File: config.mk
export PLATFORM = sky130hd
export DESIGN_NAME = utf8_character_buzz_tone_synth_flat
export DESIGN_NICKNAME = d
export VERILOG_FILES = /design/src/rtl/uctbs_pkg.sv /design/src/rtl/uctbs_if.sv /design/src/rtl/uctbs_cfg.sv /design/src/rtl/uctbs_decode.sv /design/src/rtl/uctbs_div.sv /design/src/rtl/utf8_character_buzz_tone_synth.sv /design/src/flat_wrapper.sv
export SDC_FILE = /design/constraint.sdc
export NUM_CORES = 1
export LEC_CHECK = 0
export BUFFER_PORTS_ARGS = -buffer_cell sky130_fd_sc_hd__clkbuf_2
export CAP_MARGIN = 20
export CORE_MARGIN = 8
export CORE_UTILIZATION = 50
export CTS_BUF_LIST = sky130_fd_sc_hd__clkbuf_4 sky130_fd_sc_hd__clkbuf_8 sky130_fd_sc_hd__clkbuf_16
export DETAILED_ROUTE_END_ITERATION = 8
export PLACE_DENSITY = 0.79
export SYNTH_ARGS = -nofsm -noshare
export SYNTH_HDL_FRONTEND = slang
export SYNTH_HIERARCHICAL = 1
export SYNTH_SLANG_ARGS = --single-unit
File: constraint.sdc
create_clock -name clk -period 8.9 [get_ports clk]
set_input_delay 1.78 -clock clk [delete_from_list [all_inputs] [get_ports clk]]
set_output_delay 1.78 -clock clk [all_outputs]
set_load 0.05 [all_outputs]
File: src/rtl/uctbs_pkg.sv
`timescale 1ns / 1ps
// ----------------------------------------------------------------------------
// uctbs_pkg - shared types and constants
// Register map, tone constants, UTF-8 lead masks and the structs passed
// between the decoder, the divider, the register file and the sequencer.
// ----------------------------------------------------------------------------
package uctbs_pkg;

    // Shared divider geometry
    localparam int DIV_W  = 27;
    localparam int DVS_W  = 15;
    localparam int CNT_W  = 5;

    // Configuration port
    localparam int CFG_IDX_W  = 2;
    localparam int CFG_DATA_W = 15;

    localparam logic [CFG_IDX_W-1:0] CFG_SAMPLE_RATE    = 2'd0;
    localparam logic [CFG_IDX_W-1:0] CFG_PEAK_AMPLITUDE = 2'd1;
    localparam logic [CFG_IDX_W-1:0] CFG_CHAR_TIME_MS   = 2'd2;
    localparam logic [CFG_IDX_W-1:0] CFG_GAP_TIME_MS    = 2'd3;

    // Register bounds and reset values
    localparam logic [14:0] RATE_MIN = 15'd8000;
    localparam logic [14:0] RATE_MAX = 15'd24000;
    localparam logic [14:0] RATE_RST = 15'd16000;
    localparam logic [13:0] AMP_MIN  = 14'd512;
    localparam logic [13:0] AMP_MAX  = 14'd16000;
    localparam logic [13:0] AMP_RST  = 14'd9000;
    localparam logic [7:0]  CHAR_MIN = 8'd20;
    localparam logic [7:0]  CHAR_MAX = 8'd240;
    localparam logic [7:0]  CHAR_RST = 8'd120;
    localparam logic [6:0]  GAP_MAX  = 7'd80;
    localparam logic [6:0]  GAP_RST  = 7'd20;

    // Tone constants
    localparam logic [8:0]       FREQ_BASE = 9'd170;
    localparam logic [DVS_W-1:0] FREQ_MOD  = 15'd260;
    localparam logic [DVS_W-1:0] BUZZ_MOD  = 15'd17;
    localparam logic [4:0]       BUZZ_OFS  = 5'd3;
    localparam logic [5:0]       BUZZ_BASE = 6'd24;
    localparam logic [DVS_W-1:0] SHAPE_DIV = 15'd40;
    localparam logic [DVS_W-1:0] MS_PER_S  = 15'd1000;

    // UTF-8 lead byte classes
    localparam logic [7:0] LEAD2_MASK = 8'hE0;
    localparam logic [7:0] LEAD2_CODE = 8'hC0;
    localparam logic [7:0] LEAD3_MASK = 8'hF0;
    localparam logic [7:0] LEAD3_CODE = 8'hE0;
    localparam logic [7:0] LEAD4_MASK = 8'hF8;
    localparam logic [7:0] LEAD4_CODE = 8'hF0;
    localparam logic [1:0] CONT_TAG   = 2'b10;

    // Whitespace characters
    localparam logic [7:0] CH_SPACE = 8'h20;
    localparam logic [7:0] CH_LF    = 8'h0A;
    localparam logic [7:0] CH_CR    = 8'h0D;
    localparam logic [7:0] CH_TAB   = 8'h09;

    typedef struct packed {
        logic [14:0] sample_rate;
        logic [13:0] peak_amplitude;
        logic [7:0]  char_time_ms;
        logic [6:0]  gap_time_ms;
    } cfg_t;

    typedef struct packed {
        logic [20:0] code_point;
        logic [2:0]  bytes_used;
        logic        is_space;
    } dec_t;

    typedef struct packed {
        logic busy;
        logic done;
    } div_stat_t;

endpackage

File: src/rtl/uctbs_if.sv
`timescale 1ns / 1ps
// ----------------------------------------------------------------------------
// uctbs_if - command and result channels
// Valid/ready channels carrying one command and one result per transaction.
// ----------------------------------------------------------------------------
interface uctbs_req_if;
    logic       valid;
    logic       ready;
    logic       command;
    logic [7:0] byte0;
    logic [7:0] byte1;
    logic [7:0] byte2;
    logic [7:0] byte3;

    modport source (output valid, command, byte0, byte1, byte2, byte3, input ready);
    modport sink   (input valid, command, byte0, byte1, byte2, byte3, output ready);
endinterface

interface uctbs_rsp_if;
    logic               valid;
    logic               ready;
    logic               accepted;
    logic [2:0]         bytes_used;
    logic [20:0]        code_point;
    logic [12:0]        token_samples;
    logic signed [15:0] pcm_sample;
    logic               last;
    logic               active;

    modport source (output valid, accepted, bytes_used, code_point, token_samples,
                    pcm_sample, last, active, input ready);
    modport sink   (input valid, accepted, bytes_used, code_point, token_samples,
                    pcm_sample, last, active, output ready);
endinterface

File: src/rtl/uctbs_cfg.sv
`timescale 1ns / 1ps
// ----------------------------------------------------------------------------
// uctbs_cfg - setting registers
// Four write-only registers, each clamped into its legal range on write.
// ----------------------------------------------------------------------------
module uctbs_cfg (
    input  logic                           clk,
    input  logic                           rst_n,
    input  logic                           cfg_wr_en,
    input  logic [uctbs_pkg::CFG_IDX_W-1:0]  cfg_index,
    input  logic [uctbs_pkg::CFG_DATA_W-1:0] cfg_wdata,
    output uctbs_pkg::cfg_t                cfg
);
    import uctbs_pkg::*;

    cfg_t cfg_reg;
    cfg_t cfg_next;

    always_comb
    begin
        cfg_next = cfg_reg;
        if (cfg_wr_en)
        begin
            case (cfg_index)
                CFG_SAMPLE_RATE:
                begin
                    if (cfg_wdata[14:0] < RATE_MIN)
                        cfg_next.sample_rate = RATE_MIN;
                    else if (cfg_wdata[14:0] > RATE_MAX)
                        cfg_next.sample_rate = RATE_MAX;
                    else
                        cfg_next.sample_rate = cfg_wdata[14:0];
                end
                CFG_PEAK_AMPLITUDE:
                begin
                    if (cfg_wdata[13:0] < AMP_MIN)
                        cfg_next.peak_amplitude = AMP_MIN;
                    else if (cfg_wdata[13:0] > AMP_MAX)
                        cfg_next.peak_amplitude = AMP_MAX;
                    else
                        cfg_next.peak_amplitude = cfg_wdata[13:0];
                end
                CFG_CHAR_TIME_MS:
                begin
                    if (cfg_wdata[7:0] < CHAR_MIN)
                        cfg_next.char_time_ms = CHAR_MIN;
                    else if (cfg_wdata[7:0] > CHAR_MAX)
                        cfg_next.char_time_ms = CHAR_MAX;
                    else
                        cfg_next.char_time_ms = cfg_wdata[7:0];
                end
                CFG_GAP_TIME_MS:
                begin
                    if (cfg_wdata[6:0] > GAP_MAX)
                        cfg_next.gap_time_ms = GAP_MAX;
                    else
                        cfg_next.gap_time_ms = cfg_wdata[6:0];
                end
                default:
                begin
                    cfg_next = cfg_reg;
                end
            endcase
        end
    end

    always_ff @(posedge clk or negedge rst_n)
    begin
        if (!rst_n)
        begin
            cfg_reg.sample_rate    <= RATE_RST;
            cfg_reg.peak_amplitude <= AMP_RST;
            cfg_reg.char_time_ms   <= CHAR_RST;
            cfg_reg.gap_time_ms    <= GAP_RST;
        end
        else
        begin
            cfg_reg <= cfg_next;
        end
    end

    assign cfg = cfg_reg;

endmodule

File: src/rtl/uctbs_decode.sv
`timescale 1ns / 1ps
// ----------------------------------------------------------------------------
// uctbs_decode - UTF-8 token decoder
// Decodes one token from four bytes; a malformed sequence yields its lead byte.
// ----------------------------------------------------------------------------
module uctbs_decode (
    input  logic [7:0]      byte0,
    input  logic [7:0]      byte1,
    input  logic [7:0]      byte2,
    input  logic [7:0]      byte3,
    output uctbs_pkg::dec_t dec
);
    import uctbs_pkg::*;

    logic c1;
    logic c2;
    logic c3;

    assign c1 = (byte1[7:6] == CONT_TAG);
    assign c2 = (byte2[7:6] == CONT_TAG);
    assign c3 = (byte3[7:6] == CONT_TAG);

    always_comb
    begin
        dec.code_point = {13'd0, byte0};
        dec.bytes_used = 3'd1;
        if (byte0[7])
        begin
            if (((byte0 & LEAD2_MASK) == LEAD2_CODE) && c1)
            begin
                dec.code_point = {10'd0, byte0[4:0], byte1[5:0]};
                dec.bytes_used = 3'd2;
            end
            else if (((byte0 & LEAD3_MASK) == LEAD3_CODE) && c1 && c2)
            begin
                dec.code_point = {5'd0, byte0[3:0], byte1[5:0], byte2[5:0]};
                dec.bytes_used = 3'd3;
            end
            else if (((byte0 & LEAD4_MASK) == LEAD4_CODE) && c1 && c2 && c3)
            begin
                dec.code_point = {byte0[2:0], byte1[5:0], byte2[5:0], byte3[5:0]};
                dec.bytes_used = 3'd4;
            end
        end
        dec.is_space = (byte0 == CH_SPACE) || (byte0 == CH_LF) ||
                       (byte0 == CH_CR) || (byte0 == CH_TAB);
    end

endmodule

File: src/rtl/uctbs_div.sv
`timescale 1ns / 1ps
// ----------------------------------------------------------------------------
// uctbs_div - shared restoring divider
// One quotient bit per cycle; quotient and remainder hold until next start.
// ----------------------------------------------------------------------------
module uctbs_div (
    input  logic                         clk,
    input  logic                         rst_n,
    input  logic                         start,
    input  logic [uctbs_pkg::DIV_W-1:0]  dividend,
    input  logic [uctbs_pkg::DVS_W-1:0]  divisor,
    output logic [uctbs_pkg::DIV_W-1:0]  quotient,
    output logic [uctbs_pkg::DVS_W-1:0]  remainder,
    output uctbs_pkg::div_stat_t         stat
);
    import uctbs_pkg::*;

    logic [DIV_W-1:0] quo_reg;
    logic [DVS_W-1:0] rem_reg;
    logic [DVS_W-1:0] dvs_reg;
    logic [CNT_W-1:0] cnt_reg;
    logic             busy_reg;
    logic             done_reg;

    logic [DVS_W:0] trial;
    logic [DVS_W:0] diff;
    logic           fits;

    assign trial = {rem_reg, quo_reg[DIV_W-1]};
    assign diff  = trial - {1'b0, dvs_reg};
    assign fits  = (trial >= {1'b0, dvs_reg});

    // Control
    always_ff @(posedge clk or negedge rst_n)
    begin
        if (!rst_n)
        begin
            busy_reg <= 1'b0;
            done_reg <= 1'b0;
            cnt_reg  <= '0;
        end
        else if (start)
        begin
            busy_reg <= 1'b1;
            done_reg <= 1'b0;
            cnt_reg  <= CNT_W'(DIV_W - 1);
        end
        else if (busy_reg)
        begin
            cnt_reg <= cnt_reg - CNT_W'(1);
            if (cnt_reg == '0)
            begin
                busy_reg <= 1'b0;
                done_reg <= 1'b1;
            end
        end
        else
        begin
            done_reg <= 1'b0;
        end
    end

    // Datapath
    always_ff @(posedge clk)
    begin
        if (start)
        begin
            quo_reg <= dividend;
            rem_reg <= '0;
            dvs_reg <= divisor;
        end
        else if (busy_reg)
        begin
            quo_reg <= {quo_reg[DIV_W-2:0], fits};
            rem_reg <= fits ? diff[DVS_W-1:0] : trial[DVS_W-1:0];
        end
    end

    assign quotient   = quo_reg;
    assign remainder  = rem_reg;
    assign stat.busy  = busy_reg;
    assign stat.done  = done_reg;

endmodule

File: src/rtl/utf8_character_buzz_tone_synth.sv
`timescale 1ns / 1ps
// ----------------------------------------------------------------------------
// utf8_character_buzz_tone_synth - UTF-8 character buzz tone synthesiser
// Decodes text tokens and plays each as a faded square buzz tone plus silence.
// ----------------------------------------------------------------------------
// One transaction is taken at a time and each gives one result. All division
// runs through a single restoring divider that delivers one quotient bit per
// cycle, under a small sequencer. A character command costs four divisions
// (code point mod 260, mod 17, tone length and gap length), or three for a
// blank token, which has no tone length to divide. A tick inside the tone
// costs three divisions (phase, fade envelope, buzz shaping), or two outside
// the fades. A tick during the gap or while idle, and a refused character
// command, need no division. The next command is taken once the previous
// result sits in the output register, even if it has not yet been collected.
// Token lengths are latched when a character is taken; phase and amplitude
// follow the settings present at each tick.
// ----------------------------------------------------------------------------
module utf8_character_buzz_tone_synth (
    input  logic                            clk,
    input  logic                            rst_n,
    uctbs_req_if.sink                       request,
    uctbs_rsp_if.source                     response,
    input  logic                            cfg_wr_en,
    input  logic [uctbs_pkg::CFG_IDX_W-1:0]  cfg_index,
    input  logic [uctbs_pkg::CFG_DATA_W-1:0] cfg_wdata
);
    import uctbs_pkg::*;

    // Sequencer states
    localparam logic [3:0] ST_IDLE   = 4'd0;
    localparam logic [3:0] ST_DECODE = 4'd1;
    localparam logic [3:0] ST_MOD260 = 4'd2;
    localparam logic [3:0] ST_MOD17  = 4'd3;
    localparam logic [3:0] ST_TONE   = 4'd4;
    localparam logic [3:0] ST_GAP    = 4'd5;
    localparam logic [3:0] ST_PHASE  = 4'd6;
    localparam logic [3:0] ST_ENV    = 4'd7;
    localparam logic [3:0] ST_SHAPE  = 4'd8;
    localparam logic [3:0] ST_STEP   = 4'd9;
    localparam logic [3:0] ST_FINISH = 4'd10;

    // Dividend sources
    localparam logic [1:0] DVD_CODE = 2'd0;
    localparam logic [1:0] DVD_MUL  = 2'd1;
    localparam logic [1:0] DVD_MUL2 = 2'd2;

    cfg_t      cfg;
    dec_t      dec;
    div_stat_t div_stat;

    logic             div_start;
    logic [1:0]       dvd_sel;
    logic [DIV_W-1:0] div_dividend;
    logic [DVS_W-1:0] div_divisor;
    logic [DIV_W-1:0] div_q;
    logic [DVS_W-1:0] div_r;

    logic [14:0] mul_a;
    logic [12:0] mul_b;
    logic [27:0] mul_p;

    // Sequencer and token state
    logic [3:0]  state_reg,        state_next;
    logic [20:0] current_code_reg, current_code_next;
    logic        is_space_reg,     is_space_next;
    logic [12:0] position_reg,     position_next;
    logic        playing_reg,      playing_next;
    logic [12:0] tone_length_reg,  tone_length_next;
    logic [10:0] gap_length_reg,   gap_length_next;

    // Captured command
    logic        cmd_reg,   cmd_next;
    logic [7:0]  b0_reg,    b0_next;
    logic [7:0]  b1_reg,    b1_next;
    logic [7:0]  b2_reg,    b2_next;
    logic [7:0]  b3_reg,    b3_next;

    // Working registers
    logic [2:0]  used_reg,      used_next;
    logic [8:0]  freq_reg,      freq_next;
    logic [4:0]  buzz_mul_reg,  buzz_mul_next;
    logic [4:0]  buzz_reg,      buzz_next;
    logic        phase_odd_reg, phase_odd_next;
    logic [15:0] sample_reg,    sample_next;

    // Staged result
    logic        res_accepted_reg, res_accepted_next;
    logic [2:0]  res_used_reg,     res_used_next;
    logic [20:0] res_code_reg,     res_code_next;
    logic [12:0] res_samples_reg,  res_samples_next;
    logic [15:0] res_pcm_reg,      res_pcm_next;
    logic        res_last_reg,     res_last_next;
    logic        res_active_reg,   res_active_next;

    // Output register
    logic        out_valid_reg,    out_valid_next;
    logic        out_accepted_reg, out_accepted_next;
    logic [2:0]  out_used_reg,     out_used_next;
    logic [20:0] out_code_reg,     out_code_next;
    logic [12:0] out_samples_reg,  out_samples_next;
    logic [15:0] out_pcm_reg,      out_pcm_next;
    logic        out_last_reg,     out_last_next;
    logic        out_active_reg,   out_active_next;

    // Derived token quantities
    logic [9:0]  fade;
    logic        fade_nz;
    logic        fade_in;
    logic        fade_out;
    logic        in_tone;
    logic [13:0] total_len;
    logic [13:0] pos_inc;
    logic [13:0] new_total;
    logic [9:0]  buzz_prod;
    logic [15:0] shaped;

    uctbs_cfg u_cfg (
        .clk       (clk),
        .rst_n     (rst_n),
        .cfg_wr_en (cfg_wr_en),
        .cfg_index (cfg_index),
        .cfg_wdata (cfg_wdata),
        .cfg       (cfg)
    );

    uctbs_decode u_decode (
        .byte0 (b0_reg),
        .byte1 (b1_reg),
        .byte2 (b2_reg),
        .byte3 (b3_reg),
        .dec   (dec)
    );

    uctbs_div u_div (
        .clk       (clk),
        .rst_n     (rst_n),
        .start     (div_start),
        .dividend  (div_dividend),
        .divisor   (div_divisor),
        .quotient  (div_q),
        .remainder (div_r),
        .stat      (div_stat)
    );

    // Single multiplier; its product is registered in the divider
    assign mul_p = {13'd0, mul_a} * {15'd0, mul_b};

    always_comb
    begin
        case (dvd_sel)
            DVD_CODE: div_dividend = {6'd0, current_code_next};
            DVD_MUL:  div_dividend = mul_p[DIV_W-1:0];
            DVD_MUL2: div_dividend = {mul_p[DIV_W-2:0], 1'b0};
            default:  div_dividend = mul_p[DIV_W-1:0];
        endcase
    end

    // Fade is one eighth of the tone
    assign fade      = tone_length_reg[12:3];
    assign fade_nz   = (fade != 10'd0);
    assign fade_in   = fade_nz && ({3'd0, fade} > position_reg);
    assign fade_out  = fade_nz &&
                       (({1'b0, position_reg} + {4'd0, fade}) >= {1'b0, tone_length_reg});
    assign in_tone   = !is_space_reg && (position_reg < tone_length_reg);
    assign total_len = {1'b0, tone_length_reg} + {3'd0, gap_length_reg};
    assign pos_inc   = {1'b0, position_reg} + 14'd1;
    assign new_total = {1'b0, tone_length_reg} + {3'd0, div_q[10:0]};
    assign buzz_prod = {5'd0, position_reg[4:0]} * {5'd0, buzz_mul_reg};
    assign shaped    = div_q[15:0];

    always_comb
    begin
        state_next        = state_reg;
        current_code_next = current_code_reg;
        is_space_next     = is_space_reg;
        position_next     = position_reg;
        playing_next      = playing_reg;
        tone_length_next  = tone_length_reg;
        gap_length_next   = gap_length_reg;
        cmd_next          = cmd_reg;
        b0_next           = b0_reg;
        b1_next           = b1_reg;
        b2_next           = b2_reg;
        b3_next           = b3_reg;
        used_next         = used_reg;
        freq_next         = freq_reg;
        buzz_mul_next     = buzz_mul_reg;
        buzz_next         = buzz_reg;
        phase_odd_next    = phase_odd_reg;
        sample_next       = sample_reg;
        res_accepted_next = res_accepted_reg;
        res_used_next     = res_used_reg;
        res_code_next     = res_code_reg;
        res_samples_next  = res_samples_reg;
        res_pcm_next      = res_pcm_reg;
        res_last_next     = res_last_reg;
        res_active_next   = res_active_reg;
        out_accepted_next = out_accepted_reg;
        out_used_next     = out_used_reg;
        out_code_next     = out_code_reg;
        out_samples_next  = out_samples_reg;
        out_pcm_next      = out_pcm_reg;
        out_last_next     = out_last_reg;
        out_active_next   = out_active_reg;
        div_start         = 1'b0;
        dvd_sel           = DVD_MUL;
        div_divisor       = MS_PER_S;
        mul_a             = '0;
        mul_b             = '0;

        // Drop the held result once the consumer takes it
        out_valid_next = out_valid_reg && !response.ready;

        case (state_reg)
            ST_IDLE:
            begin
                if (request.valid)
                begin
                    cmd_next   = request.command;
                    b0_next    = request.byte0;
                    b1_next    = request.byte1;
                    b2_next    = request.byte2;
                    b3_next    = request.byte3;
                    state_next = ST_DECODE;
                end
            end

            ST_DECODE:
            begin
                res_accepted_next = 1'b0;
                res_used_next     = 3'd0;
                res_code_next     = 21'd0;
                res_samples_next  = 13'd0;
                res_pcm_next      = 16'd0;
                res_last_next     = 1'b0;
                res_active_next   = playing_reg;
                if (!cmd_reg)
                begin
                    if (playing_reg || (b0_reg == 8'd0))
                    begin
                        // Busy or end of text: refuse
                        state_next = ST_FINISH;
                    end
                    else
                    begin
                        current_code_next = dec.code_point;
                        is_space_next     = dec.is_space;
                        used_next         = dec.bytes_used;
                        div_start         = 1'b1;
                        dvd_sel           = DVD_CODE;
                        div_divisor       = FREQ_MOD;
                        state_next        = ST_MOD260;
                    end
                end
                else if (!playing_reg)
                begin
                    // Idle tick
                    state_next = ST_FINISH;
                end
                else if (in_tone)
                begin
                    buzz_next   = buzz_prod[4:0];
                    mul_a       = {2'd0, position_reg};
                    mul_b       = {4'd0, freq_reg};
                    div_start   = 1'b1;
                    dvd_sel     = DVD_MUL2;
                    div_divisor = cfg.sample_rate;
                    state_next  = ST_PHASE;
                end
                else
                begin
                    sample_next = 16'd0;
                    state_next  = ST_STEP;
                end
            end

            ST_MOD260:
            begin
                if (div_stat.done)
                begin
                    freq_next   = FREQ_BASE + div_r[8:0];
                    div_start   = 1'b1;
                    dvd_sel     = DVD_CODE;
                    div_divisor = BUZZ_MOD;
                    state_next  = ST_MOD17;
                end
            end

            ST_MOD17:
            begin
                if (div_stat.done)
                begin
                    buzz_mul_next = div_r[4:0] + BUZZ_OFS;
                    mul_a         = cfg.sample_rate;
                    div_start     = 1'b1;
                    if (is_space_reg)
                    begin
                        tone_length_next = 13'd0;
                        mul_b            = {6'd0, cfg.gap_time_ms};
                        state_next       = ST_GAP;
                    end
                    else
                    begin
                        mul_b      = {5'd0, cfg.char_time_ms};
                        state_next = ST_TONE;
                    end
                end
            end

            ST_TONE:
            begin
                if (div_stat.done)
                begin
                    tone_length_next = div_q[12:0];
                    mul_a            = cfg.sample_rate;
                    mul_b            = {6'd0, cfg.gap_time_ms};
                    div_start        = 1'b1;
                    state_next       = ST_GAP;
                end
            end

            ST_GAP:
            begin
                if (div_stat.done)
                begin
                    gap_length_next   = div_q[10:0];
                    position_next     = 13'd0;
                    playing_next      = (new_total != 14'd0);
                    res_accepted_next = 1'b1;
                    res_used_next     = used_reg;
                    res_code_next     = current_code_reg;
                    res_samples_next  = new_total[12:0];
                    res_active_next   = (new_total != 14'd0);
                    state_next        = ST_FINISH;
                end
            end

            ST_PHASE:
            begin
                if (div_stat.done)
                begin
                    phase_odd_next = div_q[0];
                    div_start      = 1'b1;
                    mul_a          = {1'b0, cfg.peak_amplitude};
                    if (fade_in)
                    begin
                        mul_b       = position_reg;
                        div_divisor = {5'd0, fade};
                        state_next  = ST_ENV;
                    end
                    else if (fade_out)
                    begin
                        mul_b       = tone_length_reg - position_reg;
                        div_divisor = {5'd0, fade};
                        state_next  = ST_ENV;
                    end
                    else
                    begin
                        // Flat part: shape the peak directly
                        mul_b       = {7'd0, BUZZ_BASE + {1'b0, buzz_reg}};
                        div_divisor = SHAPE_DIV;
                        state_next  = ST_SHAPE;
                    end
                end
            end

            ST_ENV:
            begin
                if (div_stat.done)
                begin
                    mul_a       = div_q[14:0];
                    mul_b       = {7'd0, BUZZ_BASE + {1'b0, buzz_reg}};
                    div_start   = 1'b1;
                    div_divisor = SHAPE_DIV;
                    state_next  = ST_SHAPE;
                end
            end

            ST_SHAPE:
            begin
                if (div_stat.done)
                begin
                    sample_next = phase_odd_reg ? (16'd0 - shaped) : shaped;
                    state_next  = ST_STEP;
                end
            end

            ST_STEP:
            begin
                // Advance the play position and detect the token's end
                res_pcm_next = sample_reg;
                if (pos_inc >= total_len)
                begin
                    res_last_next   = 1'b1;
                    res_active_next = 1'b0;
                    playing_next    = 1'b0;
                    position_next   = 13'd0;
                end
                else
                begin
                    res_last_next   = 1'b0;
                    res_active_next = 1'b1;
                    position_next   = pos_inc[12:0];
                end
                state_next = ST_FINISH;
            end

            ST_FINISH:
            begin
                // Hold the result until the output register is free
                if (!out_valid_reg || response.ready)
                begin
                    out_valid_next    = 1'b1;
                    out_accepted_next = res_accepted_reg;
                    out_used_next     = res_used_reg;
                    out_code_next     = res_code_reg;
                    out_samples_next  = res_samples_reg;
                    out_pcm_next      = res_pcm_reg;
                    out_last_next     = res_last_reg;
                    out_active_next   = res_active_reg;
                    state_next        = ST_IDLE;
                end
            end

            default:
            begin
                state_next = ST_IDLE;
            end
        endcase
    end

    always_ff @(posedge clk or negedge rst_n)
    begin
        if (!rst_n)
        begin
            state_reg        <= ST_IDLE;
            current_code_reg <= '0;
            is_space_reg     <= 1'b0;
            position_reg     <= '0;
            playing_reg      <= 1'b0;
            tone_length_reg  <= '0;
            gap_length_reg   <= '0;
            out_valid_reg    <= 1'b0;
        end
        else
        begin
            state_reg        <= state_next;
            current_code_reg <= current_code_next;
            is_space_reg     <= is_space_next;
            position_reg     <= position_next;
            playing_reg      <= playing_next;
            tone_length_reg  <= tone_length_next;
            gap_length_reg   <= gap_length_next;
            out_valid_reg    <= out_valid_next;
        end
    end

    always_ff @(posedge clk)
    begin
        cmd_reg          <= cmd_next;
        b0_reg           <= b0_next;
        b1_reg           <= b1_next;
        b2_reg           <= b2_next;
        b3_reg           <= b3_next;
        used_reg         <= used_next;
        freq_reg         <= freq_next;
        buzz_mul_reg     <= buzz_mul_next;
        buzz_reg         <= buzz_next;
        phase_odd_reg    <= phase_odd_next;
        sample_reg       <= sample_next;
        res_accepted_reg <= res_accepted_next;
        res_used_reg     <= res_used_next;
        res_code_reg     <= res_code_next;
        res_samples_reg  <= res_samples_next;
        res_pcm_reg      <= res_pcm_next;
        res_last_reg     <= res_last_next;
        res_active_reg   <= res_active_next;
        out_accepted_reg <= out_accepted_next;
        out_used_reg     <= out_used_next;
        out_code_reg     <= out_code_next;
        out_samples_reg  <= out_samples_next;
        out_pcm_reg      <= out_pcm_next;
        out_last_reg     <= out_last_next;
        out_active_reg   <= out_active_next;
    end

    // Channel ports
    assign request.ready          = (state_reg == ST_IDLE);
    assign response.valid         = out_valid_reg;
    assign response.accepted      = out_accepted_reg;
    assign response.bytes_used    = out_used_reg;
    assign response.code_point    = out_code_reg;
    assign response.token_samples = out_samples_reg;
    assign response.pcm_sample    = out_pcm_reg;
    assign response.last          = out_last_reg;
    assign response.active        = out_active_reg;

`ifndef SYNTH
    // The final sample of a token never reports the token as still playing
    a_last_not_active: assert property (@(posedge clk) disable iff (!rst_n)
        response.valid |-> !(response.last && response.active))
        else $error("last and active both set on a result");

    // The play position stays inside the latched token length
    a_position_in_range: assert property (@(posedge clk) disable iff (!rst_n)
        playing_reg |-> ({1'b0, position_reg} < total_len))
        else $error("play position beyond token length");

    // The divider is never restarted while a division is in flight
    a_div_no_restart: assert property (@(posedge clk) disable iff (!rst_n)
        div_start |-> !div_stat.busy)
        else $error("divider started while busy");

    // A taken command closes the input until its result is in the output register
    a_one_at_a_time: assert property (@(posedge clk) disable iff (!rst_n)
        (request.valid && request.ready) |=> !request.ready)
        else $error("second command taken while one is in progress");
`endif

endmodule

File: src/flat_wrapper.sv
// flat-port wrapper written by rule: the top's interface ports become plain ports
module utf8_character_buzz_tone_synth_flat import uctbs_pkg::*;
  (clk, rst_n, cfg_wr_en, cfg_index, cfg_wdata, request_valid, request_command, request_byte0, request_byte1, request_byte2, request_byte3, request_ready, response_valid, response_accepted, response_bytes_used, response_code_point, response_token_samples, response_pcm_sample, response_last, response_active, response_ready);
  uctbs_req_if request_i ();
  uctbs_rsp_if response_i ();
  input  logic clk;
  input  logic rst_n;
  input  logic cfg_wr_en;
  input  logic [uctbs_pkg::CFG_IDX_W-1:0] cfg_index;
  input  logic [uctbs_pkg::CFG_DATA_W-1:0] cfg_wdata;
  input wire logic [$bits(request_i.valid)-1:0] request_valid;
  input wire logic [$bits(request_i.command)-1:0] request_command;
  input wire logic [$bits(request_i.byte0)-1:0] request_byte0;
  input wire logic [$bits(request_i.byte1)-1:0] request_byte1;
  input wire logic [$bits(request_i.byte2)-1:0] request_byte2;
  input wire logic [$bits(request_i.byte3)-1:0] request_byte3;
  output wire logic [$bits(request_i.ready)-1:0] request_ready;
  output wire logic [$bits(response_i.valid)-1:0] response_valid;
  output wire logic [$bits(response_i.accepted)-1:0] response_accepted;
  output wire logic [$bits(response_i.bytes_used)-1:0] response_bytes_used;
  output wire logic [$bits(response_i.code_point)-1:0] response_code_point;
  output wire logic [$bits(response_i.token_samples)-1:0] response_token_samples;
  output wire logic [$bits(response_i.pcm_sample)-1:0] response_pcm_sample;
  output wire logic [$bits(response_i.last)-1:0] response_last;
  output wire logic [$bits(response_i.active)-1:0] response_active;
  input wire logic [$bits(response_i.ready)-1:0] response_ready;
  assign request_i.valid = request_valid;
  assign request_i.command = request_command;
  assign request_i.byte0 = request_byte0;
  assign request_i.byte1 = request_byte1;
  assign request_i.byte2 = request_byte2;
  assign request_i.byte3 = request_byte3;
  assign request_ready = request_i.ready;
  assign response_valid = response_i.valid;
  assign response_accepted = response_i.accepted;
  assign response_bytes_used = response_i.bytes_used;
  assign response_code_point = response_i.code_point;
  assign response_token_samples = response_i.token_samples;
  assign response_pcm_sample = response_i.pcm_sample;
  assign response_last = response_i.last;
  assign response_active = response_i.active;
  assign response_i.ready = response_ready;
  utf8_character_buzz_tone_synth u_core (.clk(clk), .rst_n(rst_n), .request(request_i), .response(response_i), .cfg_wr_en(cfg_wr_en), .cfg_index(cfg_index), .cfg_wdata(cfg_wdata));
endmodule
==> After elaboration in Yosys (flattened, before gate mapping) <==
Cells that the tools add are included.
{ "word_totals": {"elab_cells": 279, "register_bits": 357, "input_bits": 55, "output_inout_bits": 58} }
{ "classes": {"n_eq_ne": 39, "n_reduce_logical": 54, "add_sub_neg": 11, "mul": 2, "order_cmp": 12, "n_bitwise": 3, "mux": 114} }
{ "ops": {"columns": ["cell", "n"], "rows": [
  ["$mux W15", 12],
  ["$mux W13", 13],
  ["$pmux W15 S4", 2],
  ["$mux W24", 4],
  ["$mux W21", 4],
  ["$mux W16", 5],
  ["$pmux W13 S2", 3],
  ["$pmux W13 S5", 1],
  ["$pmux W16 S2", 2],
  ["$mux W4", 15],
  ["$mux W27", 2],
  ["$pmux W27 S2", 1],
  ["$pmux W4 S11", 1],
  ["$mux W14", 3],
  ["$pmux W21 S2", 1],
  ["$mux W10", 4],
  ["$add A13 B11 Y14", 2],
  ["$mul A15 B13 Y27", 1],
  ["$reduce_and A2 Y1", 13],
  ["$eq A8 B4 Y1 const B", 3],
  ["$mux W8", 3],
  ["$mux W1", 21],
  ["$ne A2 B2 Y1 const B", 9],
  ["$eq A4 B3 Y1 const B", 4],
  ["other kinds (61)", 106]
]} }

==> Depth between registers and ports, before layout <==
Gate-level depths: netlist of the first run.
{ "depth": {"word_depth": 13, "ltp_mapped": 43, "depth_no_buf": 42} }

==> Cells and area by module <==
The synthesis of the first run kept the hierarchy.
{ "modules_own_cells": {"columns": ["module", "instances", "cells_each", "area_per_inst_um2", "seq_area_each_um2"], "rows": [
  ["utf8_character_buzz_tone_synth", 1, 2076, 20235.7, 7151.9],
  ["uctbs_div", 1, 308, 3545.9, 1736.7],
  ["uctbs_cfg", 1, 166, 1886.8, 1122.3],
  ["uctbs_decode", 1, 85, 573.0, 0.0]
]} }

==> Least setup slack after synthesis of the first run <==
OpenSTA, ideal clock, no wires.
{ "synth_path": {"path_kind": "register to register", "startpoint": "register u_core.position_reg[1]", "endpoint": "register u_core.u_div.quo_reg[26] (netlist: u_core/u_div/quotient[26]), data pin", "period_less_slack_ns": 9.730, "setup_ns": 0.260, "n_path_buf": 3, "stages_incl_launch_ff": 42, "required_time_ns": 8.640, "arrival_ns": 9.470, "slack_ns": -0.830, "cell_sequence": "dfrtp_1 > clkbuf_1 > inv_1 > ha_1 > nand2b_1 > a221oi_2 > o211ai_2 > a21oi_1 > o21ai_0 > xnor2_1 > ha_1 > a2111oi_0 > a21oi_1 > a31oi_1 > o21ai_0 > a211oi_4 > buf_4 > mux2i_1 > [... 6 more ...] > fa_1 > inv_1 > fa_1 > inv_1 > fa_1 > fa_1 > inv_1 > ha_1 > nand3_1 > o2111ai_1 > a2111oi_0 > o21a_1 > o41ai_1 > a31oi_1 > o21ai_0 > xnor2_1 > a22o_1 > mux2_2"} }
{ "synth_via": {"elab_chain_len": 10, "word_cells_on_any_way": 32, "cone_classes": "add/sub: 2; mul: 1; order compare: 3; eq/ne: 1; mux: 21; reduce/logical: 4"} }
{ "synth_lines": {"columns": ["item", "line_no", "text"], "rows": [
  ["start, declared", "utf8_character_buzz_tone_synth.sv:66", "logic [12:0] position_reg, position_next;"],
  ["start signal, assigned", "utf8_character_buzz_tone_synth.sv:450", "position_reg <= position_next;"],
  ["$add A13 B10 Y14", "utf8_character_buzz_tone_synth.sv:163", "(({1'b0, position_reg} + {4'd0, fade}) >= {1'b0, tone_length_reg});"],
  ["$ge A14 B13 Y1", "utf8_character_buzz_tone_synth.sv:163", null],
  ["$logic_and A1 B1 Y1", "utf8_character_buzz_tone_synth.sv:162", "assign fade_out = fade_nz &&"],
  ["$mux W13", "utf8_character_buzz_tone_synth.sv:351", "else if (fade_out)"],
  ["$mux W13", "utf8_character_buzz_tone_synth.sv:345", "if (fade_in)"],
  ["$mux W13", "utf8_character_buzz_tone_synth.sv:340", "if (div_stat.done)"],
  ["$pmux W13 S5", "utf8_character_buzz_tone_synth.sv:214", "case (state_reg)"],
  ["$mul A15 B13 Y27", "utf8_character_buzz_tone_synth.sv:146", "assign mul_p = {13'd0, mul_a} * {15'd0, mul_b};"],
  ["$pmux W27 S2 *", "utf8_character_buzz_tone_synth.sv:150", "case (dvd_sel)"],
  ["named net u_core.div_dividend[26]", "utf8_character_buzz_tone_synth.sv:53", "logic [DIV_W-1:0] div_dividend;"],
  ["$mux W27 *", "uctbs_div.sv:66", "if (start)"],
  ["end signal, assigned", "uctbs_div.sv:68", "quo_reg <= dividend;"],
  ["end signal, assigned", "uctbs_div.sv:74", "quo_reg <= {quo_reg[DIV_W-2:0], fits};"],
  ["end, declared", "uctbs_div.sv:18", "logic [DIV_W-1:0] quo_reg;"]
]} }
Mark *: on every way through the listed nets, which the timed path passes. The rest lies on a longest branch.
A chain may end at the register's enable or synchronous reset.

==> Worst setup path in the final report of the first run <==
{ "layout_path": {"startpoint": "register u_core.tone_length_reg[3]", "endpoint": "register u_core.u_div.quo_reg[25] (netlist: u_core/u_div/quotient[25]), data pin"} }
{ "layout_via": {"elab_chain_len": 10, "word_cells_on_any_way": 33, "cone_classes": "add/sub: 2; mul: 1; order compare: 3; eq/ne: 1; mux: 21; reduce/logical: 5"} }
{ "layout_lines": {"columns": ["item", "line_no", "text"], "rows": [
  ["start, declared", "utf8_character_buzz_tone_synth.sv:68", "logic [12:0] tone_length_reg, tone_length_next;"],
  ["start signal, assigned", "utf8_character_buzz_tone_synth.sv:452", "tone_length_reg <= tone_length_next;"],
  ["$add A13 B10 Y14", "utf8_character_buzz_tone_synth.sv:163", null],
  ["$ge A14 B13 Y1", "utf8_character_buzz_tone_synth.sv:163", null],
  ["$logic_and A1 B1 Y1", "utf8_character_buzz_tone_synth.sv:162", null],
  ["$mux W13", "utf8_character_buzz_tone_synth.sv:351", null],
  ["$mux W13", "utf8_character_buzz_tone_synth.sv:345", null],
  ["$mux W13", "utf8_character_buzz_tone_synth.sv:340", null],
  ["$pmux W13 S5", "utf8_character_buzz_tone_synth.sv:214", null],
  ["$mul A15 B13 Y27", "utf8_character_buzz_tone_synth.sv:146", null],
  ["$pmux W27 S2 *", "utf8_character_buzz_tone_synth.sv:150", null],
  ["named net u_core.div_dividend[25]", "utf8_character_buzz_tone_synth.sv:53", null],
  ["$mux W27 *", "uctbs_div.sv:66", null]
]} }
Marked as above.

==> results of run 1 <==
==> cell usage in the layout (no fill, tap or decap), types with 39 or more instances in the layout <==
| master | count |
|---|---|
| edfxtp_1 | 226 |
| a21oi_1 | 90 |
| clkbuf_2 | 111 |
| xnor2_1 | 75 |
| o21ai_0 | 96 |
| nor3_1 | 39 |
| nand2_1 | 314 |
| dfrtp_1 | 97 |
| ha_1 | 162 |
| nor2_1 | 194 |
| mux2_2 | 46 |
| fa_1 | 143 |
| buf_4 | 198 |
| inv_1 | 272 |
| and2_1 | 64 |
| nand3_1 | 47 |
==> area by class of cell <==
| class | count | area, um2 |
|---|---|---|
| clock buffer | 48 | 1040 |
| clock inverter | 18 | 196 |
| fill | 4234 | 21300 |
| inverter | 299 | 1120 |
| multi-input combinational | 1876 | 15300 |
| sequential | 357 | 10000 |
| tap | 688 | 861 |
| timing repair buffer | 329 | 2320 |
==> stage by stage <==
step / setup WS (ns) / cell area, um2 / util [%]
after floorplan: -0.0389 / 26400 / -
after global placement: -0.161 / 28800 / 55.0
after detailed placement: -0.429 / 28800 / 55.1
after CTS: -0.204 / 30400 / 58.3
after global routing: -0.836 / 30900 / 59.2
final: -0.274 / 30900 / 59.2
==> timing repair <==
action,in CTS,in global routing
resized for setup,48,81
pin swaps,39,80
endpoints found under the setup margin,11,16
gates cloned,2,1
buffers inserted,19,20
==> final timing paths <==
check	end	slack, ns	cells past startpoint
worst max-delay path	u_core/u_div/quotient[25]	-0.27	44
worst min-delay path	u_core/response.code_point[15]	0.42	0
worst max register to register	u_core/u_div/quotient[25]	-0.27	44
worst min register to register	u_core/response.code_point[15]	0.42	0
max in group asynchronous	u_core/tone_length_reg[5]	6.16	2
min in group asynchronous	u_core/gap_length_reg[4]	1.24	1
==> layer usage <==
metal,part of all wire [%],wire length (um)
met4,4.5,3540
met2,48,37400
met5,0,0
met1,40,31200
met3,8.3,6510
==> power by group <==
group          switching, mW  leakage (nW)  internal [mW]  total [mW]
Clock                  0.676         0.613          0.903        1.58
Sequential             0.396          3.71           2.25        2.65
Combinational           1.69          9.36           1.07        2.76
Total                   2.76          13.7           4.23        6.99
==> critical path: cells and delay by family, from the launching register on <==
| kind | cells | cell delay, ns |
|---|---|---|
| flip-flops | 1 | 0.41 |
| XOR/XNOR | 1 | 0.15 |
| AO/OA/AOI/OAI | 18 | 3.06 |
| AND/OR/NAND/NOR | 7 | 0.60 |
| multiplexers | 1 | 0.26 |
| buffers and inverters | 8 | 0.85 |
| adder cells (fa/ha/maj) | 9 | 3.63 |
==> flow_metrics.py, run 1 <==
metrics = {
    "die": {
        "die_area_um2": 60100,
        "start_util_pct": 50.2,
        "die-height_um": 245,
        "dieWidth_um": 245,
        "pin_count": 113,
        "core_area_um2": 52200,
        "rows": 84,
    },
    "placed_design": {
        "gp_congestion": 0.964,
        "dp_hpwl_mm": 59.5,
        "portBuffers": 112,
        "placed_cells": 3509,
    },
    "timing": {
        "hold_slack_ns": 0.416,
        "clock_skew_ns": 0.0593,
        "drv_slew": 0,
        "setup_viol": 11,
        "timing_hold_violations_final": 0,
        "tightest_slew_ns": 1.14,
        "rsz0062_at_grt": "true",
        "slew_headroom_pct": 23.4,
        "layout_worst_path_cycle_share_pct": 103,
        "setup_ws_ns": -0.274,
        "layout_min_cycle_time_ns": 9.17,
        "setup_tns_ns": -1.55,
        "timing.fmax_mhz": 109,
    },
    "route": {
        "route.detailed.drc": 0,
        "drt_first_iter_violations": 2200,
        "ant_nets": 0,
        "num_vias": 21400,
        "wl_per_cell_um": 21.7,
        "viasPerCell": 5.91,
        "wirelength_mm": 78.6,
        "dr.pass1.iters": 8,
    },
    "cts": {
        "tritoncts": "built",
        "path_clk_slew_ns": 0.06,
        "cts_buffers": 38,
        "cts_max_path_buffers": 3,
        "clock_latency_ns": 0.59,
        "cts_sinks": 357,
        "clockRootBuffer": "clkbuf_16",
        "hold_buffers": 0,
        "h-tree-depth": 2,
    },
    "global_route": {
        "grtUsageMet3_pct": 4.59,
        "antenna_found_initial": 0,
        "track_usage_pct": 25.5,
        "globalRouteOverflowTotal": 0,
        "grt_pass1_wl_mm": 120,
        "grt_pass1_vias": 21400,
        "grt_use_met1_pct": 32.9,
        "grtUsageMet2_pct": 41.7,
        "busiest_layer": "met2",
        "grt_max_degree": 73,
    },
    "setup_path": {
        "timing.rr.start": "u_core/tone_length_reg[3]",
        "cp_data_arrival_time_ns": 9.50,
        "crit_fanout": 5,
        "cp_common_cell": "fa_1",
        "cp-end-kind": "flop",
        "required_ns": 9.23,
        "path_class": "reg -> reg",
        "startpoint": "u_core/tone_length_reg[3]",
        "start_kind": "flop",
        "slowest_stage": "fa_1",
        "cpPeakStageDelay_ns": 0.51,
    },
    "run": {
        "drv_cap": 0,
    },
    "cells_and_area": {
        "syn_to_final_growth_pct": 17.8,
        "drive_gt1_share_pct": 21.6,
        "largest_reg_flops": 44,
        "antenna_cells": 0,
        "fin_nets": 3286,
        "layout.cells.non_filler": 3615,
    },
    "synthesis": {
        "synthesis.area_um2": 26200,
        "yosys_warnings": 6,
        "syn_inst": 2634,
        "avgSynthCellArea_um2": 9.96,
    },
    "worst_hold_path": {
        "worstHoldStart": "u_core/res_code_reg[15]",
        "hold_path_class": "reg -> reg",
    },
    "power_and_ir_drop": {
        "leakagePower_nw": 13.7,
        "total_power_mw": 6.99,
        "power.density_nw_per_um2": 226,
        "ir_drop_mv": 0.142,
    },
    "run_status": {
        "status": "finished with violations",
        "failed_checks": "negative setup slack",
    },
}
(Power assumes the default switching activity.)
==> run 2, diff against run 1 <==
--- a/config.mk
+++ b/config.mk
@@ -11,7 +11,7 @@
 export CORE_UTILIZATION = 50
 export CTS_BUF_LIST = sky130_fd_sc_hd__clkbuf_4 sky130_fd_sc_hd__clkbuf_8 sky130_fd_sc_hd__clkbuf_16
 export DETAILED_ROUTE_END_ITERATION = 8
-export PLACE_DENSITY = 0.79
+export PLACE_DENSITY = 0.69
 export SYNTH_ARGS = -nofsm -noshare
 export SYNTH_HDL_FRONTEND = slang
 export SYNTH_HIERARCHICAL = 1
==> flow_metrics.py, run 2 (synthesized netlist as in run 1, its figures left out) <==
metrics = {
    "run_status": {
        "status": "finished with violations",
        "failed_checks": "negative setup slack",
    },
    "global_route": {
        "antenna_found_initial": 1,
        "grt_pass1_wl_mm": 124,
        "globalRouteOverflowTotal": 0,
        "grt_max_degree": 69,
        "grt_pass1_vias": 21000,
        "track_usage_pct": 26.5,
    },
    "cells_and_area": {
        "drive_gt1_share_pct": 21.7,
        "largest_reg_flops": 44,
        "fin_util_pct": 59.5,
        "fin_nets": 3293,
        "final_cell_mix": "312 x nand2_1, 280 x inv_1, 226 x edfxtp_1",
        "final_cell_area_um2": 31100,
        "syn_to_final_growth_pct": 18.4,
        "antenna_cells": 0,
        "final_common_cell": "nand2_1",
    },
    "die": {
        "pin_count": 113,
        "rows": 84,
        "core_area_um2": 52200,
        "die-height_um": 245,
        "start_util_pct": 50.2,
        "dieWidth_um": 245,
        "die_area_um2": 60100,
    },
    "timing": {
        "drv_slew": 0,
        "slew_headroom_pct": 28.6,
        "layout_worst_path_cycle_share_pct": 103,
        "tightest_slew_ns": 1.07,
        "timing.fmax_mhz": 109,
        "clock_skew_ns": 0.0433,
        "layout_min_cycle_time_ns": 9.18,
        "setup_viol": 12,
        "timing_hold_violations_final": 0,
        "setup_ws_ns": -0.276,
        "rsz0062_at_grt": "true",
    },
    "cts": {
        "cts_max_path_buffers": 3,
        "clock_latency_ns": 0.58,
        "tritoncts": "built",
        "clockRootBuffer": "clkbuf_16",
        "h-tree-depth": 2,
        "path_clk_slew_ns": 0.06,
        "cts_buffers": 40,
        "cts_sinks": 357,
        "hold_buffers": 0,
    },
    "power_and_ir_drop": {
        "ir_drop_mv": 0.127,
        "power.density_nw_per_um2": 229,
        "leakagePower_nw": 13.8,
    },
    "placed_design": {
        "placed_area_um2": 28900,
        "gp_congestion": 0.971,
        "portBuffers": 112,
        "dp_hpwl_mm": 62.3,
    },
    "setup_path": {
        "cp_data_arrival_time_ns": 9.50,
        "startpoint": "u_core/position_reg[2]",
        "cp-end-kind": "flop",
        "r2r-end": "u_core/u_div/quotient[26]",
        "slowest_stage": "fa_1",
        "cp_top_family": "compound AO/OA/AOI/OAI gates",
        "r2r_slack_ns": -0.28,
        "critPathBufInv": 6,
        "required_ns": 9.23,
        "crit_fanout": 6,
        "cp_num_cells": 42,
        "cp_common_cell": "fa_1",
        "r2r_cells": 42,
        "cpPeakStageDelay_ns": 0.55,
        "start_kind": "flop",
        "path_class": "reg -> reg",
        "endpoint": "u_core/u_div/quotient[26]",
        "timing.rr.start": "u_core/position_reg[2]",
    },
    "route": {
        "wirelength_mm": 81.0,
        "num_vias": 21100,
        "ant_nets": 0,
        "drt_first_iter_violations": 1978,
        "dr.pass1.iters": 7,
        "wl_per_cell_um": 22.3,
        "route.detailed.drc": 0,
        "viasPerCell": 5.82,
    },
    "run": {
        "drv_cap": 0,
    },
    "worst_hold_path": {
        "hold_path_class": "reg -> reg",
    },
}
## run 2: changes by cell type in the layout (fill, tap and decap cells not counted), moves of 4 or more
cell and delta:
buf_12 +6, inv_1 +8, clkbuf_4 +9, buf_4 +4, clkinv_1 -7, buf_6 -5
inv_2 -8
## run 2: cell type report
class | count | area, um2
clock buffers | 61 | 1180
fillers | 4314 | 21200
well taps | 688 | 861
repair buffers | 333 | 2420
inverters | 299 | 1120
clock inverters | 13 | 165
flip-flops and latches | 357 | 10000
multi-input cells | 1877 | 15300
## run 2: through the flow
stage                     setup slack [ns]  total power, mW  TNS, ns  instances  hold WS [ns]
after floorplan                    -0.0389             4.45  -0.0389       2636         0.400
after global placement              -0.285             5.26    -1.85       3519         0.401
after detailed placement            -0.550             5.34    -4.32       3520         0.405
after CTS                           -0.148             7.08   -0.735       3622         0.410
after global routing                -0.670             7.48    -7.14       3628         0.419
final                               -0.276             7.13    -1.95       3628         0.408
## run 2: power breakdown
group	switching, mW	internal (mW)
Clock	0.696	0.966
Combinational	1.74	1.10
Sequential	0.368	2.25
## run 2: routing by layer
metal	track usage (%)	part of all wire [%]	vias up
li1	-	-	9667
met1	36.5	42	10500
met2	42.7	47	805
met3	3.96	7.6	138
met4	8.73	3.3	0
met5	0	0	-
## run 2: worst min-delay path by stage
| stage | from | to | slack (ns) | cells past startpoint |
|---|---|---|---|---|
| after CTS | u_core/res_code_reg[6] | u_core/response.code_point[6] | 0.41 | 0 |
| after global routing | u_core/res_samples_reg[10] | u_core/response.token_samples[10] | 0.42 | 0 |
| final | u_core/res_code_reg[6] | u_core/response.code_point[6] | 0.41 | 0 |
| after floorplan | u_core/res_accepted_reg | u_core/response.accepted | 0.40 | 0 |
| after global placement | u_core/res_pcm_reg[15] | u_core/response.pcm_sample[15] | 0.40 | 0 |
| after detailed placement | u_core/res_samples_reg[10] | u_core/response.token_samples[10] | 0.40 | 0 |
## run 2: what timing repair did
action,in CTS,in global routing
setup endpoints to repair,14,15
pin swaps,78,28
gates resized for setup,77,30
buffers inserted,26,5
cloned,2,0
